<file path="config.mk">
export PLATFORM = sky130hd
export DESIGN_NAME = obstacle_avoid_sequencer
export DESIGN_NICKNAME = d
export VERILOG_FILES = /design/src/oas_pkg.sv /design/src/oas_regs.sv /design/src/oas_step.sv /design/src/obstacle_avoid_sequencer.sv
export SDC_FILE = /design/constraint.sdc
export NUM_CORES = 1
export LEC_CHECK = 0
export ABC_AREA = 1
export BUFFER_PORTS_ARGS = -buffer_cell sky130_fd_sc_hd__buf_2
export CORE_MARGIN = 4
export CORE_UTILIZATION = 30
export DETAILED_ROUTE_END_ITERATION = 7
export GPL_ROUTABILITY_DRIVEN = 0
export GPL_TIMING_DRIVEN = 0
export PLACE_DENSITY_LB_ADDON = 0.15
export SLEW_MARGIN = 20
export SYNTH_ARGS = -nofsm -noshare
export SYNTH_HDL_FRONTEND = slang
export SYNTH_SLANG_ARGS = --single-unit
</file>
<file path="constraint.sdc">
create_clock -name clk -period 4.95 [get_ports clk]
set_input_delay 0.99 -clock clk [delete_from_list [all_inputs] [get_ports clk]]
set_output_delay 0.99 -clock clk [all_outputs]
set_load 0.01 [all_outputs]
</file>
<file path="src/oas_pkg.sv">
// oas_pkg: shared types, constants and helpers for the obstacle avoidance sequencer
// no dependencies; imported by every module of the block

package oas_pkg;

  // sequence mode codes
  localparam logic [3:0] MODE_DETECT      = 4'd0;
  localparam logic [3:0] MODE_TURN_AWAY   = 4'd1;
  localparam logic [3:0] MODE_FWD_AVOID   = 4'd2;
  localparam logic [3:0] MODE_CORRECT     = 4'd3;
  localparam logic [3:0] MODE_UNDO        = 4'd4;
  localparam logic [3:0] MODE_FWD_CORRECT = 4'd5;
  localparam logic [3:0] MODE_RETURN_TURN = 4'd6;
  localparam logic [3:0] MODE_RETURN_UNDO = 4'd7;
  localparam logic [3:0] MODE_RETURN_FWD  = 4'd8;

  // register indexes
  localparam logic [2:0] REG_LOW_THRESHOLD  = 3'd0;
  localparam logic [2:0] REG_HIGH_THRESHOLD = 3'd1;
  localparam logic [2:0] REG_BASE_SPEED     = 3'd2;
  localparam logic [2:0] REG_TURN_RATIO     = 3'd3;
  localparam logic [2:0] REG_FWD_AVOID      = 3'd4;
  localparam logic [2:0] REG_MAX_CORRECT    = 3'd5;
  localparam logic [2:0] REG_CORRECT_FWD    = 3'd6;
  localparam logic [2:0] REG_RETURN_FWD     = 3'd7;

  localparam int unsigned PADDR_W = 5;

  // fixed phase lengths in ms
  localparam logic [15:0] TURN_AWAY_EXTRA_MS = 16'd50;
  localparam logic [15:0] UNDO_TURN_MS       = 16'd600;
  localparam logic [15:0] MAX_RETURN_TURN_MS = 16'd1000;
  localparam logic [15:0] RETURN_UNDO_MS     = 16'd300;

  localparam logic signed [9:0] POWER_MAX = 10'sd100;
  localparam logic signed [9:0] POWER_MIN = -10'sd100;

  typedef struct packed {
    logic [7:0] left_distance;
    logic [7:0] right_distance;
    logic [7:0] elapsed_ms;
    logic       on_line;
  } tick_t;

  typedef struct packed {
    logic              active;
    logic signed [7:0] left_power;
    logic signed [7:0] right_power;
    logic [3:0]        mode;
  } cmd_t;

  typedef struct packed {
    logic [7:0]  low_threshold;
    logic [7:0]  high_threshold;
    logic [5:0]  base_speed;
    logic [8:0]  turn_ratio_q8;
    logic [15:0] forward_avoid_ms;
    logic [15:0] max_turn_correction_ms;
    logic [15:0] correct_forward_ms;
    logic [15:0] return_forward_ms;
  } cfg_t;

  // saturate a wide power to the signed percent range
  function automatic logic signed [7:0] clamp_power(input logic signed [9:0] v);
    logic signed [9:0] c;
    if (v > POWER_MAX) begin
      c = POWER_MAX;
    end else if (v < POWER_MIN) begin
      c = POWER_MIN;
    end else begin
      c = v;
    end
    return c[7:0];
  endfunction

endpackage

</file>
<file path="src/oas_regs.sv">
// oas_regs: APB-style configuration registers of the sequencer
// depends on oas_pkg for the register indexes and the cfg_t struct

module oas_regs (
  input  logic                         clk,
  input  logic                         rst,
  input  logic                         psel,
  input  logic                         penable,
  input  logic                         pwrite,
  input  logic [oas_pkg::PADDR_W-1:0]  paddr,
  input  logic [31:0]                  pwdata,
  output logic [31:0]                  prdata,
  output logic                         pready,
  output oas_pkg::cfg_t                cfg
);
  import oas_pkg::*;

  logic [2:0] idx;
  logic       wr;

  assign pready = 1'b1;
  assign idx    = paddr[4:2];
  assign wr     = psel && penable && pwrite;

  // register writes
  always_ff @(posedge clk) begin
    if (rst) begin
      cfg.low_threshold          <= 8'd10;
      cfg.high_threshold         <= 8'd30;
      cfg.base_speed             <= 6'd25;
      cfg.turn_ratio_q8          <= 9'd179;
      cfg.forward_avoid_ms       <= 16'd3000;
      cfg.max_turn_correction_ms <= 16'd1500;
      cfg.correct_forward_ms     <= 16'd3000;
      cfg.return_forward_ms      <= 16'd1500;
    end else if (wr) begin
      unique case (idx)
        REG_LOW_THRESHOLD:  cfg.low_threshold          <= pwdata[7:0];
        REG_HIGH_THRESHOLD: cfg.high_threshold         <= pwdata[7:0];
        REG_BASE_SPEED:     cfg.base_speed             <= pwdata[5:0];
        REG_TURN_RATIO:     cfg.turn_ratio_q8          <= pwdata[8:0];
        REG_FWD_AVOID:      cfg.forward_avoid_ms       <= pwdata[15:0];
        REG_MAX_CORRECT:    cfg.max_turn_correction_ms <= pwdata[15:0];
        REG_CORRECT_FWD:    cfg.correct_forward_ms     <= pwdata[15:0];
        REG_RETURN_FWD:     cfg.return_forward_ms      <= pwdata[15:0];
        default: ;
      endcase
    end
  end

  // read mux
  always_comb begin
    unique case (idx)
      REG_LOW_THRESHOLD:  prdata = {24'd0, cfg.low_threshold};
      REG_HIGH_THRESHOLD: prdata = {24'd0, cfg.high_threshold};
      REG_BASE_SPEED:     prdata = {26'd0, cfg.base_speed};
      REG_TURN_RATIO:     prdata = {23'd0, cfg.turn_ratio_q8};
      REG_FWD_AVOID:      prdata = {16'd0, cfg.forward_avoid_ms};
      REG_MAX_CORRECT:    prdata = {16'd0, cfg.max_turn_correction_ms};
      REG_CORRECT_FWD:    prdata = {16'd0, cfg.correct_forward_ms};
      REG_RETURN_FWD:     prdata = {16'd0, cfg.return_forward_ms};
      default:            prdata = 32'd0;
    endcase
  end

endmodule

</file>
<file path="src/oas_step.sv">
// oas_step: sequence state registers and the per-beat mode update
// depends on oas_pkg for mode codes, structs and clamp_power

module oas_step (
  input  logic           clk,
  input  logic           rst,
  input  logic           fire,
  input  oas_pkg::cfg_t  cfg,
  input  oas_pkg::tick_t tick,
  output oas_pkg::cmd_t  result
);
  import oas_pkg::*;

  logic [3:0]        mode_reg, mode_reg_next;
  logic              turn_dir, turn_dir_next;
  logic [15:0]       phase_timer, phase_timer_next;
  logic signed [7:0] last_left, last_left_next;
  logic signed [7:0] last_right, last_right_next;
  logic              active_reg, active_reg_next;

  logic [16:0]       t_sum;
  logic [15:0]       t_sat;
  logic [6:0]        d_speed;
  logic [15:0]       rt_prod;
  logic signed [9:0] d_s, r_s;
  logic signed [9:0] away_l, back_l;
  logic [7:0]        watch_dist;
  logic              drv;
  logic signed [9:0] drv_l, drv_r;

  // timer advance with saturation, drive powers
  assign t_sum      = {1'b0, phase_timer} + {9'd0, tick.elapsed_ms};
  assign t_sat      = t_sum[16] ? 16'hFFFF : t_sum[15:0];
  assign d_speed    = {cfg.base_speed, 1'b0};
  assign rt_prod    = {9'd0, d_speed} * {7'd0, cfg.turn_ratio_q8};
  assign d_s        = $signed({3'd0, d_speed});
  assign r_s        = $signed({2'd0, rt_prod[15:8]});
  assign away_l     = turn_dir ? d_s : -d_s;
  assign back_l     = turn_dir ? -r_s : r_s;
  assign watch_dist = turn_dir ? tick.right_distance : tick.left_distance;

  // mode update
  always_comb begin
    mode_reg_next    = mode_reg;
    turn_dir_next    = turn_dir;
    phase_timer_next = t_sat;
    drv              = 1'b0;
    drv_l            = d_s;
    drv_r            = d_s;
    unique case (mode_reg)
      MODE_TURN_AWAY: begin
        if (watch_dist < cfg.high_threshold || t_sat < TURN_AWAY_EXTRA_MS) begin
          drv   = 1'b1;
          drv_l = away_l;
          drv_r = -away_l;
          if (watch_dist < cfg.high_threshold) phase_timer_next = 16'd0;
        end else begin
          mode_reg_next    = MODE_FWD_AVOID;
          phase_timer_next = 16'd0;
        end
      end
      MODE_FWD_AVOID: begin
        if (t_sat < cfg.forward_avoid_ms) begin
          drv = 1'b1;
        end else begin
          mode_reg_next    = MODE_CORRECT;
          phase_timer_next = 16'd0;
        end
      end
      MODE_CORRECT: begin
        if (watch_dist > cfg.high_threshold && t_sat < cfg.max_turn_correction_ms) begin
          drv   = 1'b1;
          drv_l = back_l;
          drv_r = -back_l;
        end else begin
          mode_reg_next    = MODE_UNDO;
          phase_timer_next = 16'd0;
        end
      end
      MODE_UNDO: begin
        if (t_sat < UNDO_TURN_MS) begin
          drv   = 1'b1;
          drv_l = away_l;
          drv_r = -away_l;
        end else begin
          mode_reg_next    = MODE_FWD_CORRECT;
          phase_timer_next = 16'd0;
        end
      end
      MODE_FWD_CORRECT: begin
        if (t_sat < cfg.correct_forward_ms) begin
          drv = 1'b1;
        end else begin
          mode_reg_next    = MODE_RETURN_TURN;
          phase_timer_next = 16'd0;
        end
      end
      MODE_RETURN_TURN: begin
        if (watch_dist > cfg.high_threshold && t_sat < MAX_RETURN_TURN_MS) begin
          drv   = 1'b1;
          drv_l = back_l;
          drv_r = -back_l;
        end else begin
          mode_reg_next    = MODE_RETURN_UNDO;
          phase_timer_next = 16'd0;
        end
      end
      MODE_RETURN_UNDO: begin
        if (t_sat < RETURN_UNDO_MS) begin
          drv   = 1'b1;
          drv_l = away_l;
          drv_r = -away_l;
        end else begin
          mode_reg_next    = MODE_RETURN_FWD;
          phase_timer_next = 16'd0;
        end
      end
      MODE_RETURN_FWD: begin
        if (t_sat > {1'b0, cfg.return_forward_ms[15:1]} && tick.on_line) begin
          mode_reg_next = MODE_DETECT;
        end else if (t_sat < cfg.return_forward_ms) begin
          drv = 1'b1;
        end else begin
          mode_reg_next = MODE_DETECT;
        end
      end
      default: begin
        // detect, and unused codes behave the same
        mode_reg_next = MODE_DETECT;
        if (tick.left_distance < cfg.low_threshold ||
            tick.right_distance < cfg.low_threshold) begin
          mode_reg_next = MODE_TURN_AWAY;
          turn_dir_next = !(tick.left_distance <= tick.right_distance);
        end
      end
    endcase
  end

  // command hold: detect clears, drive loads, mode change repeats
  always_comb begin
    last_left_next  = last_left;
    last_right_next = last_right;
    active_reg_next = active_reg;
    if (mode_reg == MODE_DETECT || mode_reg > MODE_RETURN_FWD) begin
      last_left_next  = 8'sd0;
      last_right_next = 8'sd0;
      active_reg_next = 1'b0;
    end else if (drv) begin
      last_left_next  = clamp_power(drv_l);
      last_right_next = clamp_power(drv_r);
      active_reg_next = 1'b1;
    end
  end

  // state registers
  always_ff @(posedge clk) begin
    if (rst) begin
      mode_reg    <= MODE_DETECT;
      turn_dir    <= 1'b0;
      phase_timer <= 16'd0;
      last_left   <= 8'sd0;
      last_right  <= 8'sd0;
      active_reg  <= 1'b0;
    end else if (fire) begin
      mode_reg    <= mode_reg_next;
      turn_dir    <= turn_dir_next;
      phase_timer <= phase_timer_next;
      last_left   <= last_left_next;
      last_right  <= last_right_next;
      active_reg  <= active_reg_next;
    end
  end

  assign result.active      = active_reg_next;
  assign result.left_power  = last_left_next;
  assign result.right_power = last_right_next;
  assign result.mode        = mode_reg_next;

endmodule

</file>
<file path="src/obstacle_avoid_sequencer.sv">
// obstacle_avoid_sequencer: top level with input and result registers around the step logic
// depends on oas_pkg, oas_regs and oas_step
//
// usage:
//   tick channel (tick_valid/tick_ready/tick) carries one sensor beat per control tick:
//   both sonar distances, the elapsed milliseconds and the line flag.
//   cmd channel (cmd_valid/cmd_ready/cmd) returns one beat per tick: active flag,
//   left and right motor power and the mode after the update.
//   the APB-style port sets thresholds, speeds and phase lengths; write it only
//   while no beat is in flight.
// order: a tick beat lands in the input register, the mode update then runs from
//   it into the result register and raises cmd_valid; while the result register
//   is stalled the update waits, and the cmd beat leaves when cmd_ready is high.
// throughput: one beat per cycle while cmd_ready stays high; the whole update is one
//   pass of logic between the input register and the result register, with the
//   sequence state written back in the same cycle.
// reset: synchronous; mode goes to detect, timer and powers to zero, config to
//   defaults, both channels empty.
// stall: while cmd_ready is low the result register holds; the input register
//   still takes one more tick beat, then tick_ready drops until the result moves.

module obstacle_avoid_sequencer (
  input  logic                         clk,
  input  logic                         rst,
  input  logic                         tick_valid,
  output logic                         tick_ready,
  input  oas_pkg::tick_t               tick,
  output logic                         cmd_valid,
  input  logic                         cmd_ready,
  output oas_pkg::cmd_t                cmd,
  input  logic                         psel,
  input  logic                         penable,
  input  logic                         pwrite,
  input  logic [oas_pkg::PADDR_W-1:0]  paddr,
  input  logic [31:0]                  pwdata,
  output logic [31:0]                  prdata,
  output logic                         pready
);
  import oas_pkg::*;

  cfg_t  cfg;
  tick_t tick_q;
  logic  tick_full;
  logic  fire;
  cmd_t  result;

  oas_regs u_regs (
    .clk     (clk),
    .rst     (rst),
    .psel    (psel),
    .penable (penable),
    .pwrite  (pwrite),
    .paddr   (paddr),
    .pwdata  (pwdata),
    .prdata  (prdata),
    .pready  (pready),
    .cfg     (cfg)
  );

  // the step runs when a beat waits and the result register can take it
  assign fire       = tick_full && (!cmd_valid || cmd_ready);
  assign tick_ready = !tick_full || fire;

  // input register
  always_ff @(posedge clk) begin
    if (rst) begin
      tick_full <= 1'b0;
    end else if (tick_ready) begin
      tick_full <= tick_valid;
    end
  end

  always_ff @(posedge clk) begin
    if (tick_valid && tick_ready) begin
      tick_q <= tick;
    end
  end

  oas_step u_step (
    .clk    (clk),
    .rst    (rst),
    .fire   (fire),
    .cfg    (cfg),
    .tick   (tick_q),
    .result (result)
  );

  // result register
  always_ff @(posedge clk) begin
    if (rst) begin
      cmd_valid <= 1'b0;
    end else if (fire) begin
      cmd_valid <= 1'b1;
    end else if (cmd_ready) begin
      cmd_valid <= 1'b0;
    end
  end

  always_ff @(posedge clk) begin
    if (fire) begin
      cmd <= result;
    end
  end

endmodule

</file>
==> metrics.md, run 1 <==
| Metric | Value |
|---|---|
| # Max-Cap Violations | `0` |
| Min-delay worst type | `register to register` |
| Area grow syn2layout | `21.7%` |
| Simple-gate portion of the synthesized area | `0.260` |
| Slew Limit Fails | `0` |
| # IOs | `125` |
| Share of cells above drive strength 1 | `0.199` |
| Clk sinks | `181` |
| WL per Instance | `17.6 µm` |
| Skew-Pair Late Insertion Delay | `470 ps` |
| Max-slew headroom | `0.310` |
| Outcome | `finished with violations` |
| Most frequent cell after synthesis | `nand2_1` |
| Post-synth EDFFs | `46` |
| Crit. End Element | `register` |
| Post-synthesis sequential area ratio | `0.282` |
| Detailed-router iteration count before antenna repair | `7` |
| Mapped cell area | `0.0145 mm²` |
| Num CTS Buffers | `17` |
| Clock Skew | `15.9 ps` |
| Mapped Avg Cell Area | `6.90 µm²` |
| Peak VDD IR | `260 µV` |
| Antenna violations before repair | `0` |
| XOR/XNOR Fraction of Synth Area | `0.00545` |
| Critical path buffers and inverters | `8` |
| Worst slack, placed | `-1030 ps` |
| Yosys top cell by area | `dfxtp_1` |
| Predominant post-synthesis flop cell | `dfxtp_1` |
| Fin cells | `2901` |
| Worst Path Class, Setup | `register to register` |
| Largest regs | `u_regs.cfg: 95 flops, tick_q: 25 flops, cmd: 21 flops` |
| Final period utilization | `1.09` |
| Final hold slack | `466 ps` |
| Cell Area, Placed | `0.0158 mm²` |
| Top reg by flops | `u_regs.cfg` |
| Clk buf depth | `2` |
| CP delay by family, top | `adder cells` |
| Synth Area in Compound Gates | `0.173` |
| Synth warn | `0` |
| Clock transition at path regs | `80 ps` |
| Pwr/cell area | `246 mW/mm²` |
| Setup ws final | `-469 ps` |
| Largest net degree at the start of global routing | `31` |
| Leak | `0.00877 µW` |
| Initial DRC Count | `837` |
| GRT Overall Usage | `0.196` |
| Synth async-reset ratio | `0` |
| Number of flip-flops under the largest register name | `95` |
| Worst R2R Setup Slack | `-470 ps` |
| Initial Util | `0.303` |
| FMAX | `0.185 GHz` |
| Yosys reg bits | `181` |
| Post-Synth Adder-Cell Area | `0.158` |
| Die height | `228 µm` |
| Mux share of post-synthesis cell area | `0` |
| Detail Route Antenna Nets | `0` |
| Ranking of synthesized cells by area | `dfxtp_1 19%, nand2_1 13%, ha_1 12%, edfxtp_1 9.6%, inv_1 8.8%` |
| Slowest cell on crit path | `fa_2` |
| Worst EP arrival | `5640 ps` |
| Crit-path max FO | `6` |
| Post-Route WL | `51000 µm` |
| Die width | `228 µm` |
| Synth unique cells | `58` |
| Htree depth | `4` |
| Port Buf Inserts | `86` |
| PnR Total Power | `4330 µW` |
| Antenna Cells | `0` |
| Largest family of logic cells by synthesized area | `simple AND/OR/NAND/NOR gates` |
| Core area | `0.0476 mm²` |
| Final instance area | `0.0176 mm²` |
| Site Rows | `80` |
| Post-Place Cells | `2812` |
| CTS tree | `built` |
| Post-Synthesis Cells | `2096` |
| Number of global-route vias before repair | `13935` |
| Unrepaired setup endpoints after global routing | `true` |
| Final HPWL DP | `39100 µm` |
| Vias per inst | `4.99` |
| Via count | `14467` |
| Worst-Margin Slew | `1030 ps` |
| # setup viols final | `30` |
| WP data required | `5170 ps` |
| Overflow after GRT | `0` |
| Final Hold Fails | `0` |
| First-pass GRT wire length | `78500 µm` |
| Synth top area share | `0.187` |
| DRC viols | `0` |
| # nets final | `2507` |
| Tmin final | `5420 ps` |
| Failing checks | `negative setup slack` |
| Top cells by instance count after synthesis | `484 x nand2_1, 339 x inv_1, 192 x a21oi_1` |
| CP startpoint kind | `register` |
| Max incr delay on CP | `630 ps` |
| Die ar. | `0.0518 mm²` |
| Cts hold-fix bufs | `0` |
| CTS root buf | `clkbuf_16` |
[cell usage in the layout, fill, tap and decap left out, drive strengths merged, types with 13 or more instances in the layout]
master,synthesis,routed
a21oi,195,195
nor2,143,143
a221oi,13,13
inv,346,355
nand4,24,24
edfxtp,46,46
clkbuf,48,60
conb,2,17
buf,33,182
nand2,503,503
dfxtp,135,135
fa,29,29
nand3,155,155
nor3,15,15
o211ai,23,23
ha,136,136
o21ai,163,163
[per-stage QoR]
step / setup TNS (ps) / utilization
floorplan: -1180 / -
global placement: -21470 / 0.332
detailed placement: -23000 / 0.332
CTS: -5740 / 0.357
global route: -16030 / 0.369
finish: -7780 / 0.369
[kinds of logic after synthesis]
group / count (synthesis)
AND/OR/NAND/NOR: 857
AO/OA/AOI/OAI: 448
buffers and inverters: 434
flip-flops: 181
adder cells (fa/ha/maj): 165
XOR/XNOR: 9
other: 2
[repair_timing]
action                                  CTS  global route
pin swaps                                44            89
buffers inserted                         38            33
endpoints found under the setup margin   42            47
resized for setup                       119           134
[layer usage]
metal	share of wire	track usage
met3	0.045	0.0255
met5	0	0
met1	0.45	0.259
met4	0.022	0.0578
met2	0.48	0.335
[report_power, final]
| group | switching [µW] | internal, µW |
|---|---|---|
| Clock | 666 | 657 |
| Sequential | 29.1 | 1570 |
| Combinational | 898 | 505 |
| Total | 1590 | 2740 |
[worst register-to-register path: cells and delay by family (launching register included)]
kind                     cells  cell delay [ps]
flip-flops                   1              330
AND/OR/NAND/NOR             18             1570
adder cells (fa/ha/maj)      6             2290
buffers and inverters        8              520
AO/OA/AOI/OAI                3              460
[final timing paths]
| check | end | startpoint | depth (start not counted) |
|---|---|---|---|
| setup / recovery | cmd[9]$_DFFE_PP_ | u_regs.cfg[70]$_SDFFE_PP0P_ | 35 |
| hold / removal | u_regs.cfg[16]$_SDFFE_PP0P_ | u_regs.cfg[16]$_SDFFE_PP0P_ | 2 |
| setup reg to reg | cmd[9]$_DFFE_PP_ | u_regs.cfg[70]$_SDFFE_PP0P_ | 35 |
| hold reg to reg | u_regs.cfg[16]$_SDFFE_PP0P_ | u_regs.cfg[16]$_SDFFE_PP0P_ | 2 |
[layout make-up]
type,count,area (µm²)
Clock inverter,14,118
Timing Repair Buffer,155,965
Inverter,353,1330
Sequential cell,181,4130
Buffer,69,392
Tap cell,615,769
Clock buffer,18,429
Multi-Input combinational cell,1496,9460
Fill cell,5040,30100
Power figures use the tool's default switching activity.
==> run 2, diff against run 1 <==
--- a/config.mk
+++ b/config.mk
@@ -12,8 +12,9 @@
 export DETAILED_ROUTE_END_ITERATION = 7
 export GPL_ROUTABILITY_DRIVEN = 0
 export GPL_TIMING_DRIVEN = 0
+export MAX_ROUTING_LAYER = met4
 export PLACE_DENSITY_LB_ADDON = 0.15
-export SLEW_MARGIN = 20
+export SLEW_MARGIN = 30
 export SYNTH_ARGS = -nofsm -noshare
 export SYNTH_HDL_FRONTEND = slang
 export SYNTH_SLANG_ARGS = --single-unit
==> run 2 against run 1 <==
The run still ends with negative setup slack left. First-iteration DRC count is 11% lower. Clock-buffer cell count up 2. Core utilization is 0.052 points higher. Worst hold slack improved by 1.5 ps. Register-to-register slack better by 60 ps. Final cell count fell by 0.45%. Fmax increased by 1.1%. Combinational power hardly changed. Flip-flop and latch count unchanged. Largest cell class unchanged.
==> metrics.md, run 2 (same netlist as run 1, synthesis figures left out) <==
| Metric | Value |
|---|---|
| Outcome | `finished with violations` |
| Failing checks | `negative setup slack` |
| PnR Total Power | `4340 µW` |
| Share of cells above drive strength 1 | `0.195` |
| Die width | `228 µm` |
| Top reg by flops | `u_regs.cfg` |
| Die ar. | `0.0518 mm²` |
| GR peak layer | `met2` |
| R2R Path Start | `u_regs.cfg[70]$_SDFFE_PP0P_` |
| Post-Route WL | `50400 µm` |
| Commonest non-fill, non-tap cell in the layout | `nand2_1` |
| Area grow syn2layout | `21.9%` |
| Overflow after GRT | `0` |
| Cts hold-fix bufs | `0` |
| Vias per inst | `5.00` |
| Worst Path Class, Setup | `register to register` |
| Leak | `0.00874 µW` |
| Die height | `228 µm` |
| Core area | `0.0476 mm²` |
| Most frequent cells in the layout | `410 x nand2_1, 318 x inv_1, 183 x a21oi_1` |
| FF-to-FF path depth | `35` |
| # nets final | `2494` |
| Unrepaired setup endpoints after global routing | `true` |
| Final instance area | `0.0176 mm²` |
| Crit path launch | `u_regs.cfg[70]$_SDFFE_PP0P_` |
| Critical path buffers and inverters | `8` |
| Skew-Pair Late Insertion Delay | `480 ps` |
| # IOs | `125` |
| Final Hold Fails | `0` |
| Port Buf Inserts | `86` |
| WP data required | `5180 ps` |
| Number of global-route vias before repair | `14132` |
| Antenna violations before repair | `0` |
| Reg2reg end | `cmd[9]$_DFFE_PP_` |
| Tmin final | `5360 ps` |
| Largest regs | `u_regs.cfg: 95 flops, tick_q: 25 flops, cmd: 21 flops` |
| Number of flip-flops under the largest register name | `95` |
| Detailed-router iteration count before antenna repair | `5` |
| Final period utilization | `1.08` |
| Worst Hold Path EP | `u_regs.cfg[16]$_SDFFE_PP0P_` |
| Detail Route Antenna Nets | `0` |
| First-pass GRT wire length | `78400 µm` |
| Crit-path max FO | `7` |
| M1 GR Usage | `0.256` |
| CTS tree | `built` |
| Max-slew headroom | `0.366` |
| Setup ws final | `-407 ps` |
| Sequential Area | `0.00411 mm²` |
| Worst EP arrival | `5590 ps` |
| Hold path startpoint | `u_regs.cfg[16]$_SDFFE_PP0P_` |
| Antenna Cells | `0` |
| Site Rows | `80` |
| Hold path cells | `2` |
| Worst-Margin Slew | `947 ps` |
| # Max-Cap Violations | `0` |
| Initial Util | `0.303` |
| Multi-input gate area | `0.00949 mm²` |
| Final HPWL DP | `39200 µm` |
| Max incr delay on CP | `620 ps` |
| DRC viols | `0` |
| # setup viols final | `28` |
| Worst R2R Setup Slack | `-410 ps` |
| Cell Area, Placed | `0.0159 mm²` |
| Pwr/cell area | `246 mW/mm²` |
| Clk sinks | `181` |
| WP depth | `35` |
| Htree depth | `4` |
| Num CTS Buffers | `17` |
| Peak VDD IR | `265 µV` |
| CP startpoint kind | `register` |
| WL per Instance | `17.5 µm` |
| GRT Overall Usage | `0.202` |
| Via count | `14428` |
| CP delay by family, top | `adder cells` |
| Clock Skew | `21.0 ps` |
| FMAX | `0.187 GHz` |
| Largest net degree at the start of global routing | `29` |
| Min-delay worst type | `register to register` |
| Clock transition at path regs | `70 ps` |
| CTS root buf | `clkbuf_16` |
| Crit. End Element | `register` |
| Clk buf depth | `2` |
| Initial DRC Count | `749` |
| # fillers | `5049` |
| Slew Limit Fails | `0` |
| GR Util met2 | `0.336` |
| M3 GR Usage | `0.0233` |
| Slowest cell on crit path | `fa_2` |
-- run 2: cell count changes in the layout (fill, tap and decap cells not counted), moves of 3 or more --
cell / change
buf_12: +3
dfxtp_1: +3
o21ai_1: +3
inv_8: -3
nand2_1: -4
buf_4: -19
nand3_2: +4
nand2_4: +3
dfxtp_4: -4
-- run 2: worst min-delay path: stages (launching register included) --
cell	delay, ps
dfxtp_1	310
inv_1	60
a21oi_1	50
-- run 2: timing repair --
action                     in CTS  in global routing
cloned                          0                  0
hold endpoints to repair        0                  0
pin swaps                      31                 78
gates resized for setup       102                161
setup endpoints to repair      32                 45
setup buffers                  28                 21
-- run 2: worst max path at each step --
| stage | end |
|---|---|
| floorplan | cmd[9]$_DFFE_PP_ |
| global placement | cmd[10]$_DFFE_PP_ |
| detailed placement | cmd[10]$_DFFE_PP_ |
| CTS | cmd[6]$_DFFE_PP_ |
| global route | cmd[10]$_DFFE_PP_ |
| finish | cmd[9]$_DFFE_PP_ |
-- run 2: per-stage QoR --
stage | instances | util | hold WS, ps | setup TNS [ps] | worst slack (ps)
after floorplan | 2111 | - | 439 | -1180 | -151
after global placement | 2812 | 0.332 | 453 | -21470 | -1020
after detailed placement | 2814 | 0.333 | 458 | -22700 | -1040
after CTS | 2869 | 0.356 | 468 | -5350 | -409
after global routing | 2888 | 0.370 | 485 | -15050 | -691
final | 2888 | 0.370 | 467 | -6020 | -407
-- run 2: area by class of cell --
cell class,count,area share
buffer,74,0.0270
clock buffer,20,0.0254
inverter,353,0.0758
multi-input combinational,1496,0.539
clock inverter,12,0.00696
tap,615,0.0437
sequential,181,0.233
timing repair buffer,137,0.0489
-- run 2: metal layers --
metal,share of wire,wire length (µm)
met1,0.45,22700
met2,0.48,24000
met3,0.046,2310
met4,0.029,1480
met5,0,0
-- run 2: power breakdown --
group | internal (µW) | leakage, µW | total (µW) | switching [µW]
Sequential | 1580 | 0.00154 | 1600 | 28.0
Clock | 714 | 0.000277 | 1360 | 643
Combinational | 488 | 0.00692 | 1380 | 892
==> run 3, diff against run 2 <==
--- a/config.mk
+++ b/config.mk
@@ -7,6 +7,7 @@
 export LEC_CHECK = 0
 export ABC_AREA = 1
 export BUFFER_PORTS_ARGS = -buffer_cell sky130_fd_sc_hd__buf_2
+export CORE_ASPECT_RATIO = 1.2
 export CORE_MARGIN = 4
 export CORE_UTILIZATION = 30
 export DETAILED_ROUTE_END_ITERATION = 7
==> run 3 against run 2 <==
The flow still finishes with violations (negative setup slack). Critical path depth rose by 2. Flip-flop and latch count did not move. First-iteration DRC count rose by 27%. Power rose by 1.9%. Clock-buffer cell count fell by 3. Core utilization fell by 0.14 points. Fmax rose by 1.6%. Critical path type unchanged. Largest cell class unchanged.
==> metrics.md, run 3 (same netlist as run 1, synthesis figures left out) <==
| Metric | Value |
|---|---|
| Worst R2R Setup Slack | `-320 ps` |
| Crit-path max FO | `5` |
| Largest net degree at the start of global routing | `26` |
| Num CTS Buffers | `17` |
| WP depth | `37` |
| Final HPWL DP | `39400 µm` |
| Final Hold Fails | `0` |
| Area grow syn2layout | `20.6%` |
| CP delay by family, top | `adder cells` |
| Max-slew headroom | `0.424` |
| Crit path to | `cmd[5]$_DFFE_PP_` |
| FF-to-FF path depth | `37` |
| Commonest non-fill, non-tap cell in the layout | `nand2_1` |
| Die width | `208 µm` |
| Worst EP arrival | `5500 ps` |
| Min-delay worst type | `register to register` |
| Port Buf Inserts | `86` |
| Initial Util | `0.305` |
| Final hold slack | `472 ps` |
| Pwr/cell area | `254 mW/mm²` |
| Leak | `0.00872 µW` |
| Final period utilization | `1.07` |
| Slew Limit Fails | `0` |
| Die ar. | `0.0518 mm²` |
| # setup viols final | `28` |
| WP data required | `5180 ps` |
| Setup_tns | `-4520 ps` |
| Skew-Pair Late Insertion Delay | `470 ps` |
| Largest regs | `u_regs.cfg: 95 flops, tick_q: 25 flops, cmd: 21 flops` |
| Multi-input gate area | `0.00930 mm²` |
| Initial DRC Count | `949` |
| # Max-Cap Violations | `0` |
| Worst-Margin Slew | `858 ps` |
| Overflow after GRT | `0` |
| # IOs | `125` |
| Reg2reg end | `cmd[5]$_DFFE_PP_` |
| Antenna Cells | `0` |
| First-pass GRT wire length | `78000 µm` |
| Outcome | `finished with violations` |
| Sequential Area | `0.00412 mm²` |
| # fillers | `5150` |
| Antenna violations before repair | `0` |
| Tmin final | `5270 ps` |
| Vias per inst | `4.97` |
| Worst slack, placed | `-1040 ps` |
| Via count | `14387` |
| Hold path startpoint | `u_step.phase_timer[3]$_SDFFE_PP0P_` |
| Site Rows | `87` |
| CTS tree | `built` |
| Failing checks | `negative setup slack` |
| Max incr delay on CP | `540 ps` |
| Number of global-route vias before repair | `14213` |
| Crit. End Element | `register` |
| Final core utilization | `0.368` |
| Most frequent cells in the layout | `435 x nand2_1, 320 x inv_1, 187 x a21oi_1` |
| GRT Overall Usage | `0.194` |
| DRC viols | `0` |
| FMAX | `0.190 GHz` |
| Htree depth | `4` |
| Clk buf depth | `2` |
| Slowest cell on crit path | `fa_1` |
| Clock transition at path regs | `70 ps` |
| Die height | `248 µm` |
| Cts hold-fix bufs | `0` |
| Core area | `0.0474 mm²` |
| Clk sinks | `181` |
| # nets final | `2493` |
| Number of flip-flops under the largest register name | `95` |
| CTS root buf | `clkbuf_16` |
| R2R Path Start | `u_regs.cfg[75]$_SDFFE_PP0P_` |
| CP startpoint kind | `register` |
| Post-Route WL | `50200 µm` |
| Crit path launch | `u_regs.cfg[75]$_SDFFE_PP0P_` |
| Worst Path Class, Setup | `register to register` |
| Peak VDD IR | `225 µV` |
| Clock Skew | `14.1 ps` |
| Setup ws final | `-325 ps` |
| Top reg by flops | `u_regs.cfg` |
| Detailed-router iteration count before antenna repair | `6` |
| Unrepaired setup endpoints after global routing | `true` |
| WL per Instance | `17.3 µm` |
| Share of cells above drive strength 1 | `0.175` |
| Critical path buffers and inverters | `6` |
| Detail Route Antenna Nets | `0` |
[run 3: per-stage QoR]
stage | cells | area [µm²] | power [µW]
after floorplan | 2111 | 14600 | 2410
after global placement | 2820 | 15800 | 2750
after detailed placement | 2822 | 15900 | 2770
after CTS | 2871 | 16900 | 4320
after global routing | 2895 | 17400 | 4680
final | 2895 | 17400 | 4420
[run 3: routing by layer]
metal / part of all wire / up-vias / track usage
met3: 0.036 / 89 / 0.0217
li1: - / 7195 / -
met2: 0.50 / 328 / 0.338
met4: 0.035 / 0 / 0.0772
met1: 0.43 / 6775 / 0.229
met5: 0 / - / -
[run 3: where the power goes]
part           switching [µW]  total, µW  internal (µW)
Combinational             863       1330            463
Clock                     717       1490            777
Sequential               28.6       1600           1570
[run 3: worst min path at each step]
| stage | cells past startpoint | to |
|---|---|---|
| floorplan | 2 | u_regs.cfg[0]$_SDFFE_PP0P_ |
| global route | 2 | u_step.phase_timer[5]$_SDFFE_PP0P_ |
| CTS | 2 | u_step.phase_timer[3]$_SDFFE_PP0P_ |
| detailed placement | 2 | u_step.phase_timer[0]$_SDFFE_PP0P_ |
| finish | 2 | u_step.phase_timer[3]$_SDFFE_PP0P_ |
| global placement | 2 | u_regs.cfg[16]$_SDFFE_PP0P_ |
[run 3: worst register-to-register path, delay by kind of cell, from the launching register on]
kind | cells | cell delay (ps)
flip-flops | 1 | 390
AND/OR/NAND/NOR | 22 | 1690
buffers and inverters | 6 | 300
adder cells (fa/ha/maj) | 6 | 2240
AO/OA/AOI/OAI | 3 | 410
[run 3: area by class of cell]
| type | count | share of cell area |
|---|---|---|
| multi-input combinational | 1496 | 0.533 |
| sequential | 181 | 0.236 |
| inverter | 353 | 0.0763 |
| timing repair buffer | 140 | 0.0505 |
| tap | 623 | 0.0447 |
| clock buffer | 17 | 0.0244 |
| buffer | 70 | 0.0227 |
| clock inverter | 15 | 0.0119 |
[run 3: timing repair]
item                                    4_1_cts  5_1_grt
gates cloned                                  0        0
gates resized for setup                      64      138
pin swaps                                    34       70
setup buffers                                23       29
endpoints found under the setup margin       42       44
